File: src/assert_macros.svh
// Assertion macros used by the top RTL file of the ISO-TP receive block.
// Depends on nothing; each user supplies a clk and an active-low arst_n.
`ifndef ASSERT_MACROS_SVH
`define ASSERT_MACROS_SVH

// Same-cycle implication, masked while in reset.
`define ASSERT_IMPL(label, ante, cons) \
	label: assert property (@(posedge clk) disable iff (!arst_n) (ante) |-> (cons)) \
		else $error("assertion failed: same-cycle implication");

// Next-cycle implication, masked while in reset.
`define ASSERT_NEXT(label, ante, cons) \
	label: assert property (@(posedge clk) disable iff (!arst_n) (ante) |=> (cons)) \
		else $error("assertion failed: next-cycle implication");

`endif

File: src/isotp_pkg.sv
// Package for the ISO-TP receive reassembler: sizes, codes, word layouts,
// controller states and the command/status bundles. Depends on nothing.
package isotp_pkg;

	localparam int MAX_MESSAGE_BYTES = 4096;
	localparam int ADDR_W            = $clog2(MAX_MESSAGE_BYTES);
	localparam int LEN_W             = 13;

	localparam logic [LEN_W-1:0] MAX_LEN = LEN_W'(MAX_MESSAGE_BYTES);

	typedef logic [7:0] byte_t;

	// action codes
	localparam logic ACT_FRAME = 1'b0;
	localparam logic ACT_READ  = 1'b1;

	// frame kinds (high nibble of byte0)
	localparam logic [3:0] KIND_SINGLE = 4'd0;
	localparam logic [3:0] KIND_FIRST  = 4'd1;
	localparam logic [3:0] KIND_CONSEC = 4'd2;

	// result status codes
	localparam logic [1:0] STAT_PROGRESS = 2'd0;
	localparam logic [1:0] STAT_COMPLETE = 2'd1;
	localparam logic [1:0] STAT_OVERFLOW = 2'd2;
	localparam logic [1:0] STAT_BADSEQ   = 2'd3;

	localparam logic [3:0]       SF_MAX_LEN   = 4'd7;
	localparam logic [2:0]       FF_DATA_LEN  = 3'd6;
	localparam logic [2:0]       CF_DATA_LEN  = 3'd7;
	localparam logic [LEN_W-1:0] FF_COUNT     = LEN_W'(6);
	localparam logic [LEN_W-1:0] CF_CHUNK_MAX = LEN_W'(7);
	localparam logic [3:0]       SEQ_FIRST    = 4'd1;

	// input word: read_index, then byte0..byte7, zero pad on top
	typedef struct packed {
		logic [3:0]       pad;
		byte_t [7:0]      frame;
		logic [11:0]      read_index;
	} in_word_t;

	// output word: status lowest, zero pad on top
	typedef struct packed {
		logic [2:0]       pad;
		byte_t            read_data;
		logic [LEN_W-1:0] bytes_received;
		logic [LEN_W-1:0] message_length;
		logic             send_flow_control;
		logic [1:0]       status;
	} out_word_t;

	typedef enum logic [1:0] {
		FSM_IDLE,
		FSM_EXEC,
		FSM_WRITE,
		FSM_FINISH
	} fsm_state_t;

	typedef struct packed {
		logic capture;
		logic exec;
		logic write;
		logic load_out;
	} dp_cmd_t;

	typedef struct packed {
		logic wr_needed;
		logic wr_last;
	} dp_sts_t;

endpackage

File: src/isotp_ctrl.sv
// Controller state machine of the ISO-TP receive reassembler.
// Depends on isotp_pkg; drives the datapath by dp_cmd_t, reads dp_sts_t.
module isotp_ctrl
	import isotp_pkg::*;
(
	input  logic       clk,
	input  logic       arst_n,
	input  logic       s_tvalid,
	output logic       s_tready,
	output logic       m_tvalid,
	input  logic       m_tready,
	input  dp_sts_t    sts,
	output dp_cmd_t    cmd,
	output fsm_state_t fsm_state
);

	fsm_state_t state_q, state_d;
	logic       m_tvalid_q;
	logic       out_free;

	assign out_free = !m_tvalid_q || m_tready;

	always_comb begin
		state_d = state_q;
		case (state_q)
			FSM_IDLE: begin
				if (s_tvalid) begin
					state_d = FSM_EXEC;
				end
			end
			FSM_EXEC: begin
				state_d = sts.wr_needed ? FSM_WRITE : FSM_FINISH;
			end
			FSM_WRITE: begin
				if (sts.wr_last) begin
					state_d = FSM_FINISH;
				end
			end
			FSM_FINISH: begin
				if (out_free) begin
					state_d = FSM_IDLE;
				end
			end
			default: begin
				state_d = FSM_IDLE;
			end
		endcase
	end

	always_comb begin
		cmd      = '0;
		s_tready = 1'b0;
		case (state_q)
			FSM_IDLE: begin
				s_tready    = 1'b1;
				cmd.capture = s_tvalid;
			end
			FSM_EXEC: begin
				cmd.exec = 1'b1;
			end
			FSM_WRITE: begin
				cmd.write = 1'b1;
			end
			FSM_FINISH: begin
				cmd.load_out = out_free;
			end
			default: begin
				cmd = '0;
			end
		endcase
	end

	always_ff @(posedge clk or negedge arst_n) begin
		if (!arst_n) begin
			state_q    <= FSM_IDLE;
			m_tvalid_q <= 1'b0;
		end else begin
			state_q <= state_d;
			if (cmd.load_out) begin
				m_tvalid_q <= 1'b1;
			end else if (m_tready) begin
				m_tvalid_q <= 1'b0;
			end
		end
	end

	assign m_tvalid  = m_tvalid_q;
	assign fsm_state = state_q;

endmodule

File: config.mk
export PLATFORM = sky130hd
export DESIGN_NAME = isotp_ctrl
export DESIGN_NICKNAME = d
export VERILOG_FILES = /design/src/assert_macros.svh /design/src/isotp_pkg.sv /design/src/isotp_ctrl.sv
export SDC_FILE = /design/constraint.sdc
export NUM_CORES = 1
export LEC_CHECK = 0
export BUFFER_PORTS_ARGS = -buffer_cell sky130_fd_sc_hd__buf_4
export CORE_AREA = 2 2 39 41
export DETAILED_ROUTE_END_ITERATION = 8
export DIE_AREA = 0 0 41 43
export PLACE_DENSITY = 0.43
export SETUP_SLACK_MARGIN = 0.4
export SLEW_MARGIN = 0
export SYNTH_ARGS = -nofsm -noshare
export SYNTH_HDL_FRONTEND = slang
export SYNTH_SLANG_ARGS = --single-unit
File: constraint.sdc
create_clock -name clk -period 1.7 [get_ports clk]
set_clock_uncertainty 0.15 [all_clocks]
set_input_delay 0.17 -clock clk [delete_from_list [all_inputs] [get_ports clk]]
set_output_delay 0.17 -clock clk [all_outputs]
set_load 0.02 [all_outputs]
# Word level (Yosys, flattened, before mapping)
# Cells that the tools add are included.
[totals] out_inout_bits=8 inputBits=6 ff_bits=3
[op_classes] n_mux=12 eq_ne=6 reduce_logical=5
[op_table] operator="1-bit two-way mux" n=8
[op_table] operator="2-bit case mux with 4 select lines" n=1
[op_table] operator="2-bit two-way mux" n=3
[op_table] operator="2-bit != test, second input constant" n=3
[op_table] operator="2-bit equality test, second input constant" n=2
[op_table] operator="3-bit AND reduction" n=1
[op_table] operator="2-bit by 1-bit equality test with 1-bit output, second input constant" n=1
[op_table] operator="2-bit zero test" n=1
[op_table] operator="2-bit nonzero test" n=1
[op_table] operator="1-bit zero test" n=1
[op_table] operator="1-bit logical OR" n=1

# Longest topological paths before layout
[logic_depth] word_depth=4 ltp_mapped=5

# Worst setup path before layout
# No wires, ideal clock.
[synth_timing] path_kind="register to register" start="reg state_q[0], in the netlist fsm_state[0]" end="reg state_q[1], in the netlist fsm_state[1]" synth_period_minus_slack_ps=1795 t_arrival_ps=1520 slack_ps=-95 setup_time_ps=125 n_path_buf=0 stages_incl_launch_ff=6 path_cell_list="dfrtp_1 inv_1 ha_1 inv_2 o221ai_4 mux2_4"
[synth_via] elab_chain_len=3 word_cells_on_any_way=9 cone_classes="6 x eq/ne; 1 x mux; 2 x reduce/logical"
[synth_lines] item="start, declared" line_no="isotp_ctrl.sv:17" text="fsm_state_t state_q, state_d;"
[synth_lines] item="start signal, assigned" line_no="isotp_ctrl.sv:78" text="state_q <= state_d;"
[synth_lines] item="2-bit equality test / 2-bit zero test (equally long branches)" line_no="isotp_ctrl.sv:25" text="case (state_q)"
[synth_lines] item="2-bit != test (no line)"
[synth_lines] item="3-bit AND reduction (no line)"
# Parallel ways exist; a longest one is shown, timed or not.
# A chain may end at the register's enable or synchronous reset.

# Final worst setup path
[layout_timing] start="reg state_q[1], in the netlist fsm_state[1]" end="reg state_q[1], in the netlist fsm_state[1]"
# Same word-level chain as after synthesis.

==> run_results.csv <==
group,metric,value,unit
critical_path,path_cells,"inv_2 -> ha_4 -> inv_2 -> o221ai_4 -> mux2_4",
critical_path,cp_num_buf_inv,2,
critical_path,worstPathArrival,1470,ps
yosys,synth-seq-cells,3,
timing,fin_tns_setup,0,ps
critical_path,cp_slowest_cell,"dfrtp_2",
power,combPwrFrac,72.7,%
floorplanning,io_pins,14,
detailed_routing,wire_per_inst,9.49,um
timing,whs,89.5,ps
floorplanning,die_w,41,um
power,p_sw_share,40.8,%
detailed_routing,vias_per_cell,4.00,
critical_path,cp_max_fo,5,
clock_network,cts_root_buf,"clkbuf_4",
clock_network,cts_buffers,3,
timing,max_freq,660,MHz
place,dp_hpwl,438,um
detailed_routing,firstDrtPassIters,2,
timing,slew_headroom,87.6,%
power,p_leak,0.237,nW
status,status,"finished clean",
layout,syn_to_final_growth,106,%
power,p_int,0.648,mW
floorplanning,dieArea,1760,um2
power,p_seq_share,16.2,%
critical_path,cp-start-kind,"register",
critical_path,critPathTopFamily,"flip-flops",
timing,finalMaxSlewViolations,0,
global_routing,grt_pass1_vias,220,
place,io_buffers,13,
detailed_routing,antenna_left,0,
place,preCtsSetupSlack,173,ps
yosys,ys_warn_count,0,
place,placed_area,393,um2
timing,fin_crit,1520,ps
detailed_routing,wl,579,um
yosys,syn_area,244,um2
power,pwr-share-clk,11.1,%
yosys,postSynthCellCount,21,
critical_path,criticalPathCategory,"register to register",
detailed_routing,drc,0,
clock_network,worstSkewPairLatency,230,ps
yosys,synth_nets,31,
clock_network,cts_tree,"yes",
yosys,synth.avg_cell_area,11.6,um2
timing,rsz0062_at_grt,"true",
timing,finalSetupViolations,0,
place,gp_congestion,0.629,
place,place_inst,50,
floorplanning,core-area,1380,um2
global_routing,grt_max_degree,6,
layout,nets,56,
timing,finalWorstSetupSlack,184,ps
floorplanning,rows,14,
global_routing,grt_pass1_wl,855,um
global_routing,overflow,0,
critical_path,cp.required,1650,ps
critical_path,worst_path_most_repeated_cell,"inv_2",
yosys,netlist-cell-type-count,14,
power,power_switching,0.446,mW
clock_network,clkSinkCount,3,
clock_network,clockBufferDepth,2,
power,peakVddDrop,0.613,mV
critical_path,worstSetupEndpointType,"register",
layout,mostFrequentLayoutCell,"buf_4",
critical_path,critPathMaxStageDelay,450,ps
global_routing,grt_usage,7.34,%
detailed_routing,drt_iter0_drc,5,
layout,antennaDiodeCount,0,
timing,hold_viol_final,0,
clock_network,clk_pin_slew,40,ps
power,p_per_area,2170,nW/um2
timing,tightest_slew,185,ps
job,drv_cap,0,
clock_network,ctsHtreeMaxLevel,1,
layout,finalInstanceArea,503,um2
power,p_total,1.09,mW
layout,fin_util,36.3,%
layout,layout_common_cells,"buf_4 (12), buf_6 (7), clkbuf_4 (3)",
detailed_routing,dr_total_vias,244,
yosys,seq_area_frac_synth,30.8,%
layout,final_cell_count_no_fill,61,
floorplanning,die_y,43,um
hold_path,hp-class,"input pin to register",
global_routing,grt_antenna_before_repair,0,
layout,drive_above_1_share,80.0,%
timing,post-route-period-util,89.2,%
floorplanning,initial_core_util,17.6,%
sequential cells by signal (all words and copies together), names as in the netlist:
signal and count:
m_tvalid 1, fsm_state 2
routing by layer:
metal	part of all wire, %	up-vias	track usage (%)
li1	-	118	-
met1	37	116	7.12
met2	56	10	12.2
met3	7.1	0	3.14
met4	0	0	4.00
met5	0	-	0
final timing paths:
check / from / to / slack, ps / depth (start not counted)
max: fsm_state[1] / fsm_state[1] / 180 / 5
max in group asynchronous: arst_n / fsm_state[0] / 1170 / 2
min reg2reg: m_tvalid / m_tvalid / 410 / 2
min: m_tready / m_tvalid / 90 / 3
max reg2reg: fsm_state[1] / fsm_state[1] / 180 / 5
min in group asynchronous: arst_n / m_tvalid / 120 / 2
layout make-up:
cell class,instances,area [um2]
clock buffer,4,26.3
sequential,3,77.6
tap,16,20.0
timing repair buffer,20,179
multi-input combinational,14,183
fill,156,881
inverter,4,17.5
synthesized netlist by cell type:
cell type | number | share of area (%)
and2_1 | 1 | 2.6
o221ai_4 | 1 | 11
and2_2 | 1 | 3.1
inv_2 | 1 | 1.5
dfrtp_1 | 3 | 31
mux2i_1 | 1 | 4.1
mux2_4 | 1 | 6.2
nand2b_4 | 1 | 5.6
nand2b_1 | 1 | 2.6
clkinv_1 | 1 | 1.5
inv_1 | 2 | 3.1
nand2_1 | 2 | 3.1
ha_1 | 4 | 21
o221a_2 | 1 | 4.6
power groups by stage:
stage	sequential, mW	clock [mW]	combinational (mW)
6_report	0.177	0.122	0.795
5_1_grt	0.183	0.136	0.853
4_1_cts	0.173	0.129	0.784
3_3_place_gp	0.184	0	0.609
3_5_place_dp	0.183	0	0.621
2_1_floorplan	0.219	0	0.399
cells by family after synthesis:
logic type / synth area share (%)
and+or+nand+nor: 16.9
AOI/OAI and AO/OA: 15.4
buffers and inverters: 6.15
muxes: 10.3
adders and majority gates: 20.5
DFF: 30.8
worst min-delay path, delay by kind of cell:
family,cells,cell delay [ps]
buffers and inverters,1,70
AND/OR/NAND/NOR,2,180
what timing repair did:
item / in CTS / in global routing
setup buffers: 6 / 0
hold buffers: 1 / 0
pin swaps: 2 / 1
gates resized for setup: 5 / 3
hold endpoints to repair: 3 / 0
endpoints found under the setup margin: 7 / 9
Note: power is estimated with default switching activity, not from simulation.
